`config.mk`:
```
export PLATFORM = sky130hd
export DESIGN_NAME = scs_front
export DESIGN_NICKNAME = d
export VERILOG_FILES = /design/src/hw/rtl/sine_cosine_series_assert.svh /design/src/hw/rtl/scs_pkg.sv /design/src/hw/rtl/scs_front.sv
export SDC_FILE = /design/constraint.sdc
export NUM_CORES = 2
export LEC_CHECK = 0
export ABC_AREA = 1
export BUFFER_PORTS_ARGS = -buffer_cell sky130_fd_sc_hd__buf_2
export CORE_MARGIN = 10
export CORE_UTILIZATION = 67
export DETAILED_ROUTE_END_ITERATION = 7
export PLACE_DENSITY_LB_ADDON = 0.08
export SLEW_MARGIN = 20
export SYNTH_ARGS = -nofsm -noshare
export SYNTH_HDL_FRONTEND = slang
export SYNTH_SLANG_ARGS = --single-unit
```
`constraint.sdc`:
```
create_clock -name clk -period 10.55 [get_ports clk]
set_input_delay 1.055 -clock clk [delete_from_list [all_inputs] [get_ports clk]]
set_output_delay 1.055 -clock clk [all_outputs]
set_load 0.01 [all_outputs]
```
`src/hw/rtl/sine_cosine_series_assert.svh`:
```
// assertion macros for the rtl modules, used by scs_queue
// expects a clock named clk and a synchronous reset named rst in scope
`ifndef SINE_COSINE_SERIES_ASSERT_SVH
`define SINE_COSINE_SERIES_ASSERT_SVH

// same-cycle implication
`define SCS_ASSERT_NOW(lbl, ante, cons) \
  lbl: assert property (@(posedge clk) disable iff (rst) (ante) |-> (cons)) \
    else $error("scs assertion failed");

// next-cycle implication
`define SCS_ASSERT_NEXT(lbl, ante, cons) \
  lbl: assert property (@(posedge clk) disable iff (rst) (ante) |=> (cons)) \
    else $error("scs assertion failed");

`endif

```
`src/hw/rtl/scs_pkg.sv`:
```
// shared types, constants and helper functions for sine_cosine_series
// no dependencies
package scs_pkg;

  localparam logic [31:0] INV_PI_Q33  = 32'd2734261102;
  localparam logic [31:0] INV_180_Q38 = 32'd1527099483;
  localparam logic [31:0] PI_Q30      = 32'd3373259426;
  localparam int          RAD_SHIFT   = 33;
  localparam int          DEG_SHIFT   = 38;
  localparam int          QDEPTH      = 8;
  localparam int          QPTR_W      = $clog2(QDEPTH);
  localparam int          COEF_COUNT  = 24;

  localparam logic signed [33:0] ONE_Q30     = 34'sd1073741824;
  localparam logic signed [33:0] NEG_ONE_Q30 = -34'sd1073741824;

  localparam logic [30:0] INV_FACT [COEF_COUNT] = '{
    31'd1073741824, 31'd1073741824, 31'd536870912, 31'd178956971, 31'd44739243,
    31'd8947849, 31'd1491308, 31'd213044, 31'd26631, 31'd2959, 31'd296, 31'd27,
    31'd2, 31'd0, 31'd0, 31'd0, 31'd0, 31'd0, 31'd0, 31'd0, 31'd0, 31'd0, 31'd0,
    31'd0
  };

  typedef struct packed {
    logic        op;
    logic        neg;
    logic [30:0] rm;
  } item_t;

  function automatic logic signed [33:0] coef(input logic [4:0] n);
    logic signed [33:0] c;
    c = '0;
    if (32'(n) < COEF_COUNT) begin
      c = signed'({3'b000, INV_FACT[n]});
    end
    return c;
  endfunction

  // a * b / 2^30, rounded half away from zero
  function automatic logic signed [33:0] mul_q30(input logic signed [33:0] a,
                                                 input logic [31:0] b);
    logic        neg;
    logic [33:0] mag;
    logic [65:0] p;
    neg = a[33];
    mag = neg ? 34'(-a) : 34'(a);
    p   = (({32'b0, mag} * {34'b0, b}) + (66'd1 << 29)) >> 30;
    return neg ? -signed'(p[33:0]) : signed'(p[33:0]);
  endfunction

endpackage

```
`src/hw/rtl/scs_front.sv`:
```
// front end: angle accept, turns multiply, half-turn reduction, scale to radians
// uses scs_pkg
module scs_front #(
  parameter int ANGLE_FRAC_BITS = 16
) (
  input  logic                clk,
  input  logic                rst,
  input  logic                in_valid,
  input  logic                op,
  input  logic                in_degrees,
  input  logic signed [31:0]  angle,
  output logic                out_valid,
  output scs_pkg::item_t      out_item,
  output logic [2:0]          inflight
);

  localparam int T_R  = ANGLE_FRAC_BITS + scs_pkg::RAD_SHIFT;
  localparam int T_D  = ANGLE_FRAC_BITS + scs_pkg::DEG_SHIFT;
  localparam int SH_R = T_R - 32;
  localparam int SH_D = T_D - 32;

  logic        va, vb, vc, vd;
  logic        a_op, a_deg, a_sneg;
  logic [63:0] a_t;
  logic        b_op, b_deg, b_sneg, b_kodd;
  logic [63:0] b_t, b_kt;
  logic        c_op, c_neg;
  logic [31:0] c_fq;
  scs_pkg::item_t d_item;

  logic [31:0] m;
  logic [63:0] t_prod, sum_r, sum_d;
  logic        fneg;
  logic [63:0] fm, fq_r, fq_d;
  logic [63:0] rm_prod;

  always_comb begin
    m      = angle[31] ? 32'(-angle) : 32'(angle);
    t_prod = {32'b0, m} * {32'b0, (in_degrees ? scs_pkg::INV_180_Q38 : scs_pkg::INV_PI_Q33)};
    sum_r  = a_t + ((64'd1 << (T_R - 1)) - 64'd1);
    sum_d  = a_t + ((64'd1 << (T_D - 1)) - 64'd1);
    fneg   = b_t < b_kt;
    fm     = fneg ? (b_kt - b_t) : (b_t - b_kt);
    fq_r   = (fm + (64'd1 << (SH_R - 1))) >> SH_R;
    fq_d   = (fm + (64'd1 << (SH_D - 1))) >> SH_D;
    rm_prod = (({32'b0, c_fq} * {32'b0, scs_pkg::PI_Q30}) + (64'd1 << 31)) >> 32;
  end

  always_ff @(posedge clk) begin
    if (rst) begin
      va <= 1'b0;
      vb <= 1'b0;
      vc <= 1'b0;
      vd <= 1'b0;
    end else begin
      va <= in_valid;
      vb <= va;
      vc <= vb;
      vd <= vc;
    end
    a_op   <= op;
    a_deg  <= in_degrees;
    a_sneg <= angle[31];
    a_t    <= t_prod;

    b_op   <= a_op;
    b_deg  <= a_deg;
    b_sneg <= a_sneg;
    b_t    <= a_t;
    if (a_deg) begin
      b_kt   <= sum_d & ~((64'd1 << T_D) - 64'd1);
      b_kodd <= sum_d[T_D];
    end else begin
      b_kt   <= sum_r & ~((64'd1 << T_R) - 64'd1);
      b_kodd <= sum_r[T_R];
    end

    c_op  <= b_op;
    c_neg <= b_op ? b_kodd : (b_sneg ^ fneg ^ b_kodd);
    c_fq  <= b_deg ? fq_d[31:0] : fq_r[31:0];

    d_item.op  <= c_op;
    d_item.neg <= c_neg;
    d_item.rm  <= rm_prod[30:0];
  end

  assign out_valid = vd;
  assign out_item  = d_item;
  assign inflight  = 3'(va) + 3'(vb) + 3'(vc) + 3'(vd);

endmodule

```
==> results.json <==
{
  "critPathMaxStageDelay_ns": 0.56,
  "min_path_type": "flop to flop",
  "reg2reg_slack_ns": 2.44,
  "cp-startpoint": "angle[0]",
  "layout.nets": 8433,
  "clock_latency_ns": 0.55,
  "holdPathStages": 0,
  "design_area_mm2": 0.05619,
  "ys.warnings.count": 0,
  "areaGrowthSynthToFinish_pct": 5.183,
  "cts_resized": 0,
  "firstDrtPassIters": 6,
  "finalSetupViolations": 0,
  "vias": 42530,
  "ys_async_sr_fraction": 0,
  "fin_crit_ns": 9.874,
  "pin_count": 74,
  "grt-ovfl-total": 0,
  "dieWidth_um": 302.4,
  "end_kind": "flop",
  "grt_pass1_vias": 45060,
  "antenna_found_initial": 4,
  "place_congestion": 1.086,
  "port_buffers": 73,
  "finalHoldViolCount": 0,
  "fmax_mhz": 101.3,
  "dpl_cell_area_mm2": 0.05539,
  "crit_fanout": 6,
  "hold_end": "out_item[32]",
  "core_mm2": 0.07900,
  "die-area_mm2": 0.09143,
  "initial_utilization": 0.6763,
  "worst_ep_required_time_ns": 11.03,
  "grt_pass1_wl_mm": 249.4,
  "tightest_slew_ns": 0.9856,
  "cts_buffers": 23,
  "cts.sinks": 221,
  "fin_crit_sh": 0.9360,
  "ys_ff_latch": 221,
  "dpl.hpwl_mm": 144.8,
  "worstSetupPathType": "input pin to flop",
  "outcome": "finished, final reports clean",
  "r2r_cells": 29,
  "num_rows": 103,
  "arrival_ns": 10.36,
  "wl_mm": 160.9,
  "ant_nets": 0,
  "synthFlopType": "dfxtp_1",
  "drt_iter0_drc": 3426,
  "crit_top_cell": "inv_1",
  "avgSynthCellArea_um2": 8.214,
  "drive_above_1_share": 0.05468,
  "cp-start-kind": "input pin",
  "cts.clk_slew.worst_paths_ns": 0.06,
  "ctsHoldBuffers": 0,
  "r2r_start": "c_fq[16]",
  "die-height_um": 302.4,
  "min_from": "c_op",
  "post_cts_buffers": 0,
  "grt_usage": 0.3583,
  "multiInputGateArea_mm2": 0.04220,
  "synth_seq_area_share": 0.08281,
  "maxCapViolCount": 0,
  "num-fill-cells": 6389,
  "final_max_slew_viol_count": 0,
  "netlist_area_mm2": 0.05342,
  "wl_per_cell_um": 20.87,
  "root_buffer": "clkbuf_16",
  "synth_cell_type_count": 60,
  "relSlewSlack": 0.3385,
  "final.setup_skew_ns": 0.01845,
  "setup_tns_ns": 0,
  "grt_start_max_net_pins": 64,
  "synth-edff-count": 0,
  "timing.rr.end": "out_item[27]",
  "avgViaCountPerCell": 5.518,
  "syn_inst": 6504,
  "cts_tree": "built",
  "seq_area_mm2": 0.004424,
  "drc_errors": 0,
  "critPathSlowestCell": "fa_1",
  "clockBufferDepth": 3,
  "rsz0062_at_grt": "false",
  "cts_max_level": 1
}
[metrics by stage]
step,setup slack (ns),utilization,hold WS [ns],instances
floorplan,1.757,-,0.3096,6536
global placement,0.4976,0.7012,0.3102,7666
detailed placement,0.2169,0.7012,0.3150,7666
CTS,0.8019,0.7113,0.3302,7707
global route,0.1052,0.7113,0.3356,7707
finish,0.6756,0.7113,0.3300,7708
[logic make-up (layout without fill, tap and decap cells)]
| logic type | count (synthesis) | after routing | synth area share |
|---|---|---|---|
| buf+inv | 1824 | 1945 | 0.1296 |
| xor+xnor | 155 | 155 | 0.02653 |
| fa+ha+maj | 1755 | 1755 | 0.5476 |
| other cells | 2 | 35 | 0.0001406 |
| compound gates | 340 | 340 | 0.03677 |
| flops | 221 | 221 | 0.08281 |
| simple gates | 2207 | 2207 | 0.1765 |
[metal layers]
metal | part of all wire | vias to the layer above | GRT usage
met1 | 0.36 | 20450 | 0.4046
met3 | 0.062 | 587 | 0.04089
met4 | 0.083 | 4 | 0.2432
met2 | 0.50 | 1816 | 0.6327
met5 | 0.00021 | - | 0
li1 | - | 19680 | -
[Yosys cell counts, drive strengths merged, types with 28 or more instances]
| cell | number | area (um2) |
|---|---|---|
| inv | 1767 | 6633 |
| or2 | 33 | 206.5 |
| a21oi | 148 | 755.7 |
| clkbuf | 28 | 108.9 |
| ha | 783 | 9797 |
| dfxtp | 221 | 4424 |
| nand3 | 257 | 1354 |
| nor3 | 38 | 215.2 |
| o21ai | 97 | 493.0 |
| xnor2 | 47 | 430.4 |
| xor2 | 108 | 987.2 |
| fa | 972 | 19460 |
| nor2 | 564 | 2338 |
| nand2 | 1234 | 4765 |
| nand4 | 46 | 300.3 |
[worst max-delay path, delay by kind of cell]
family                     cells  cell delay, ns
buffers and inverters         13            1.48
and+or+nand+nor               12            1.64
xor gates and xnor gates       3            0.87
adders and majority gates      9            3.87
AOI/OAI and AO/OA              6            1.43
[flip-flops by register name, summed over array words and instances (netlist names)]
signal and cells:
a_t 64, b_t 64, out_item 33, c_fq 32, b_kt 15, a_deg 1
a_op 1, a_sneg 1, b_deg 1, b_kodd 1, b_op 1, b_sneg 1
c_neg 1, c_op 1, out_valid 1, va 1, vb 1, vc 1
[cell type report]
type / instances / area share
clock buffers: 28 / 0.01111
inverters: 1775 / 0.1186
repair buffers: 129 / 0.01421
multi-input cells: 4491 / 0.7509
clock inverters: 13 / 0.003073
well taps: 1050 / 0.02338
diodes: 1 / 0.00004453
flip-flops and latches: 221 / 0.07873
[worst max path at each step]
stage / to / cells after the start / slack [ns]
after global placement: a_t[47] / 37 / 0.50
after global routing: a_t[56] / 43 / 0.11
after floorplan: a_t[61] / 35 / 1.76
final: a_t[56] / 43 / 0.68
after CTS: a_t[56] / 43 / 0.80
after detailed placement: a_t[56] / 43 / 0.22
[cell usage in the layout (no fill, tap or decap), types with 44 or more instances in the layout]
master,instances
nand3_1,245
o21ai_0,87
buf_4,55
xnor2_1,46
ha_1,783
fa_1,972
dfxtp_1,221
xor2_1,104
nand4_1,44
inv_1,1743
nor2_1,511
buf_2,73
a21oi_1,146
nand2_1,1189
Power is not shown: default switching activity piles up to over one toggle a cycle in this logic, so the estimate is an artifact.
