## src/hw/rtl/sine_cosine_series_assert.svh

```systemverilog
// assertion macros for the rtl modules, used by scs_queue
// expects a clock named clk and a synchronous reset named rst in scope
`ifndef SINE_COSINE_SERIES_ASSERT_SVH
`define SINE_COSINE_SERIES_ASSERT_SVH

// same-cycle implication
`define SCS_ASSERT_NOW(lbl, ante, cons) \
  lbl: assert property (@(posedge clk) disable iff (rst) (ante) |-> (cons)) \
    else $error("scs assertion failed");

// next-cycle implication
`define SCS_ASSERT_NEXT(lbl, ante, cons) \
  lbl: assert property (@(posedge clk) disable iff (rst) (ante) |=> (cons)) \
    else $error("scs assertion failed");

`endif

```

## src/hw/rtl/scs_pkg.sv

```systemverilog
// shared types, constants and helper functions for sine_cosine_series
// no dependencies
package scs_pkg;

  localparam logic [31:0] INV_PI_Q33  = 32'd2734261102;
  localparam logic [31:0] INV_180_Q38 = 32'd1527099483;
  localparam logic [31:0] PI_Q30      = 32'd3373259426;
  localparam int          RAD_SHIFT   = 33;
  localparam int          DEG_SHIFT   = 38;
  localparam int          QDEPTH      = 8;
  localparam int          QPTR_W      = $clog2(QDEPTH);
  localparam int          COEF_COUNT  = 24;

  localparam logic signed [33:0] ONE_Q30     = 34'sd1073741824;
  localparam logic signed [33:0] NEG_ONE_Q30 = -34'sd1073741824;

  localparam logic [30:0] INV_FACT [COEF_COUNT] = '{
    31'd1073741824, 31'd1073741824, 31'd536870912, 31'd178956971, 31'd44739243,
    31'd8947849, 31'd1491308, 31'd213044, 31'd26631, 31'd2959, 31'd296, 31'd27,
    31'd2, 31'd0, 31'd0, 31'd0, 31'd0, 31'd0, 31'd0, 31'd0, 31'd0, 31'd0, 31'd0,
    31'd0
  };

  typedef struct packed {
    logic        op;
    logic        neg;
    logic [30:0] rm;
  } item_t;

  function automatic logic signed [33:0] coef(input logic [4:0] n);
    logic signed [33:0] c;
    c = '0;
    if (32'(n) < COEF_COUNT) begin
      c = signed'({3'b000, INV_FACT[n]});
    end
    return c;
  endfunction

  // a * b / 2^30, rounded half away from zero
  function automatic logic signed [33:0] mul_q30(input logic signed [33:0] a,
                                                 input logic [31:0] b);
    logic        neg;
    logic [33:0] mag;
    logic [65:0] p;
    neg = a[33];
    mag = neg ? 34'(-a) : 34'(a);
    p   = (({32'b0, mag} * {34'b0, b}) + (66'd1 << 29)) >> 30;
    return neg ? -signed'(p[33:0]) : signed'(p[33:0]);
  endfunction

endpackage

```

## src/hw/rtl/scs_queue.sv

```systemverilog
// short fifo between the front end and the series back end
// uses scs_pkg and sine_cosine_series_assert.svh
`include "sine_cosine_series_assert.svh"
module scs_queue (
  input  logic                        clk,
  input  logic                        rst,
  input  logic                        push,
  input  scs_pkg::item_t              push_item,
  output logic                        pop,
  output scs_pkg::item_t              pop_item,
  output logic [scs_pkg::QPTR_W:0]    count
);

  scs_pkg::item_t             mem [scs_pkg::QDEPTH];
  logic [scs_pkg::QPTR_W-1:0] wr_ptr, rd_ptr;
  logic [scs_pkg::QPTR_W:0]   count_next;

  assign pop        = count != '0;
  assign pop_item   = mem[rd_ptr];
  assign count_next = count + (scs_pkg::QPTR_W+1)'(push) - (scs_pkg::QPTR_W+1)'(pop);

  always_ff @(posedge clk) begin
    if (rst) begin
      wr_ptr <= '0;
      rd_ptr <= '0;
      count  <= '0;
    end else begin
      if (push) begin
        wr_ptr <= wr_ptr + 1'b1;
      end
      if (pop) begin
        rd_ptr <= rd_ptr + 1'b1;
      end
      count <= count_next;
    end
    if (push) begin
      mem[wr_ptr] <= push_item;
    end
  end

  `SCS_ASSERT_NOW(a_no_overflow, push, (32'(count) < scs_pkg::QDEPTH) || pop)
  `SCS_ASSERT_NOW(a_count_bound, 1'b1, 32'(count) <= scs_pkg::QDEPTH)
  `SCS_ASSERT_NEXT(a_count_step, 1'b1, count == $past(count_next))

endmodule

```

## config.mk

```make
export PLATFORM = sky130hd
export DESIGN_NAME = scs_queue
export DESIGN_NICKNAME = d
export VERILOG_FILES = /design/src/hw/rtl/scs_pkg.sv /design/src/hw/rtl/scs_queue.sv
export VERILOG_INCLUDE_DIRS = /design/src /design/src/hw/rtl
export SDC_FILE = /design/constraint.sdc
export NUM_CORES = 1
export LEC_CHECK = 0
export ABC_AREA = 1
export CAP_MARGIN = 20
export CORE_ASPECT_RATIO = 0.9
export CORE_UTILIZATION = 30
export CTS_CLUSTER_DIAMETER = 100
export DETAILED_ROUTE_END_ITERATION = 10
export DONT_BUFFER_PORTS = 1
export SYNTH_ARGS = -nofsm -noshare
export SYNTH_HDL_FRONTEND = slang
export SYNTH_SLANG_ARGS = --single-unit
```

## constraint.sdc

```tcl
create_clock -name clk -period 5.7 [get_ports clk]
set_input_delay 0.285 -clock clk [delete_from_list [all_inputs] [get_ports clk]]
set_output_delay 0.285 -clock clk [all_outputs]
set_load 0.01 [all_outputs]
```

==> impl_metrics.json <==
{
  "period_needed_ns": 3.23,
  "fp.coreArea_sq_um": 39600,
  "finished_core_util": 0.353,
  "skew_ns": 0.00828,
  "arrival_ns": 2.95,
  "cts_root_buffer": "sky130_fd_sc_hd__clkbuf_16",
  "first_global_vias": 7681,
  "initial_core_util": 0.306,
  "vdd_ir_drop_max_v": 0.000268,
  "final_max_slew_viol_count": 0,
  "fp.dieArea_sq_um": 41200,
  "tritoncts": "yes",
  "grt_pass1_wl_mm": 42.9,
  "h-tree-depth": 1,
  "num_rows": 69,
  "relative_slew_margins": 0.325,
  "finalWorstSetupSlack_ns": 2.47,
  "placed_area_sq_um": 12700,
  "detail_route.iter0.violations": 492,
  "pre_cts_ws_ns": 3.02,
  "clk_path_buf_depth": 3,
  "seq_power_share": 0.417,
  "gpl.final_weighted_congestion": 0.722,
  "post_synth.cell_area_avg_sq_um": 9.91,
  "grt_usage": 0.134,
  "postSynth.asyncResetShare": 0,
  "port-buffer-count": 0,
  "switching_share": 0.337,
  "syn2layout_area_growth_pct": 15.3,
  "hold_violations": 0,
  "final_area_sq_um": 14000,
  "regArea_sq_um": 8200,
  "skew_pair_late_insertion_delay_ns": 0.55,
  "crit_path_max_fo": 88,
  "synth.top_cells.by_area": "sky130_fd_sc_hd__edfxtp_1, sky130_fd_sc_hd__nand2_1, sky130_fd_sc_hd__inv_1",
  "cts_resized": 0,
  "design.final.nets": 1300,
  "die_x_um": 214,
  "multiInputGateArea_sq_um": 2630,
  "power_frac_clock": 0.325,
  "post_drt_via_cell_ratio": 4.27,
  "timing.critical_path.to_type": "primary output",
  "synth_enable_flop_cells": 264,
  "routedWlPerCell_um": 14.9,
  "final_layout_size_suffix_gt1_frac": 0.0562,
  "p_comb_frac": 0.258,
  "antenna_found_initial": 1,
  "drcViolationCount": 0,
  "tritoncts.num_buffers": 31,
  "synth-warning-count": 0,
  "flip_flop_and_latch_count_after_synthesis": 277,
  "finalHoldWorstSlack_ns": 0.434,
  "power.net_switching_w": 0.00193,
  "path_class": "flip-flop to primary output",
  "power-per-cell-area_nw_per_um2": 411,
  "grt_start_max_net_pins": 89,
  "synthDistinctLibCells": 18,
  "die_h_um": 193,
  "worst_min_path_class": "input pin to flip-flop",
  "worstMarginPinSlew_ns": 1.01,
  "synth.top_cell.area_share": 0.654,
  "reg2reg_setup_slack_ns": 3.43,
  "result_of_the_run": "complete, no violations",
  "ios": 74,
  "place_hpwl_mm": 13.9,
  "postSynth.topFlopCell": "sky130_fd_sc_hd__edfxtp_1",
  "routed-via-count": 7744,
  "postRouteWirelength_mm": 27.1,
  "route.antenna.remaining_nets": 0,
  "synth_fp_nets": 1268,
  "fmax_ghz": 0.309,
  "synthesis.instances": 1224,
  "start_kind": "flip-flop",
  "n_fill_cell": 3917,
  "setup-violations-final": 0,
  "cell_type_with_the_largest_total_area_after_synthesis": "sky130_fd_sc_hd__edfxtp_1",
  "globalRoute.totalOverflow": 0,
  "cap_violations": 0,
  "ys_seq_area_frac": 0.675,
  "cts_sinks": 277,
  "cp_required_ns": 5.41,
  "fin_tns_setup_ns": 0,
  "internal_power_w": 0.00381,
  "clk_transition_reported_paths_ns": 0.06,
  "fin_crit_sh": 0.567,
  "post_synth_instance_area_sq_um": 12100,
  "grt_setup_unrepaired": "no",
  "drt_pass1_iterations": 5,
  "leakage_nw": 6.19
}
==> cells in the mapped netlist (2+ instances only) <==
library cell	number
sky130_fd_sc_hd__or2_2	2
sky130_fd_sc_hd__buf_2	27
sky130_fd_sc_hd__ha_1	7
sky130_fd_sc_hd__inv_1	281
sky130_fd_sc_hd__clkbuf_1	7
sky130_fd_sc_hd__buf_4	2
sky130_fd_sc_hd__edfxtp_1	264
sky130_fd_sc_hd__a21oi_1	6
sky130_fd_sc_hd__dfxtp_1	13
sky130_fd_sc_hd__buf_1	4
sky130_fd_sc_hd__o21ai_0	5
sky130_fd_sc_hd__nand3_1	135
sky130_fd_sc_hd__nand2_1	440
sky130_fd_sc_hd__nor2_1	18
sky130_fd_sc_hd__buf_6	10
==> placed cells by master (no fill, tap or decap) <==
cell type                       instances
sky130_fd_sc_hd__dfxtp_2                1
sky130_fd_sc_hd__inv_2                  2
sky130_fd_sc_hd__clkbuf_1               7
sky130_fd_sc_hd__dfxtp_1               10
sky130_fd_sc_hd__clkinv_2               4
sky130_fd_sc_hd__clkinv_1               8
sky130_fd_sc_hd__ha_1                   7
sky130_fd_sc_hd__o21ai_0                5
sky130_fd_sc_hd__buf_4                 13
sky130_fd_sc_hd__fa_1                   1
sky130_fd_sc_hd__inv_8                  1
sky130_fd_sc_hd__nor2_1                10
sky130_fd_sc_hd__edfxtp_1             264
sky130_fd_sc_hd__nand2_1              440
sky130_fd_sc_hd__bufinv_16              2
sky130_fd_sc_hd__dfxtp_4                2
sky130_fd_sc_hd__inv_1                280
sky130_fd_sc_hd__dlygate4sd3_1         36
sky130_fd_sc_hd__clkinvlp_4             4
sky130_fd_sc_hd__nor2_4                 8
sky130_fd_sc_hd__nand3_1              135
sky130_fd_sc_hd__inv_6                  1
sky130_fd_sc_hd__diode_2                2
sky130_fd_sc_hd__a21oi_1                6
sky130_fd_sc_hd__clkbuf_16             31
sky130_fd_sc_hd__or2_2                  2
sky130_fd_sc_hd__inv_4                  1
==> metrics by stage <==
| stage | std cells | total power [W] |
|---|---|---|
| 2_1_floorplan | 1224 | 0.00359 |
| 3_3_place_gp | 1719 | 0.00389 |
| 3_5_place_dp | 1719 | 0.00390 |
| 4_1_cts | 1813 | 0.00583 |
| 5_1_grt | 1814 | 0.00611 |
| 6_report | 1815 | 0.00574 |
==> cells by family after synthesis <==
kind of cell / after synthesis / share of synthesized area
and+or+nand+nor: 595 / 0.199
buffers and inverters: 333 / 0.113
DFF: 277 / 0.675
AOI/OAI and AO/OA: 11 / 0.00454
adders and majority gates: 8 / 0.00887
==> power groups by stage <==
stage / logic (W) / registers, W / clock network (W)
floorplan: 0.00121 / 0.00237 / 0
global placement: 0.00145 / 0.00244 / 0
detailed placement: 0.00146 / 0.00244 / 0
CTS: 0.00151 / 0.00240 / 0.00192
global route: 0.00171 / 0.00241 / 0.00200
finish: 0.00148 / 0.00239 / 0.00187
==> timing repair <==
item | in CTS | in global routing
setup buffers | 0 | 0
hold buffers | 36 | 0
endpoints found under the hold margin | 274 | 0
==> final cells by class <==
type	instances	share of cell area
Sequential cell	277	0.586
Multi-Input combinational cell	614	0.188
Inverter	283	0.0762
Clock buffer	38	0.0574
Tap cell	532	0.0476
Timing Repair Buffer	49	0.0328
Clock inverter	20	0.0115
Antenna cell	2	0.000358
==> flip-flops by register name, summed over array words and instances, names as in the netlist, named ones only <==
| register | flops |
|---|---|
| rd_ptr | 3 |
| wr_ptr | 3 |
| mem | 264 |
| count | 4 |
==> layer usage <==
metal | part of all wire | global-route usage
met1 | 0.45 | 0.172
met2 | 0.47 | 0.228
met3 | 0.052 | 0.0265
met4 | 0.024 | 0.0415
met5 | 0 | 0
==> critical path, cell delays in order (launching register included) <==
cell                      delay, ns
sky130_fd_sc_hd__dfxtp_4       0.53
sky130_fd_sc_hd__inv_4         0.45
sky130_fd_sc_hd__buf_4         0.82
sky130_fd_sc_hd__nand2_1       0.12
sky130_fd_sc_hd__nand3_1       0.12
sky130_fd_sc_hd__nand2_1       0.06
sky130_fd_sc_hd__nand2_1       0.06
sky130_fd_sc_hd__nand2_1       0.13
==> worst paths after layout <==
check                 start     endpoint  depth (start not counted)
hold / removal          rst     count[0]                          2
setup reg to reg   count[2]     count[2]                         10
hold reg to reg   rd_ptr[2]    flip-flop                          2
setup / recovery  flip-flop  pop_item[8]                          7
Power figures use the tool's default switching activity.
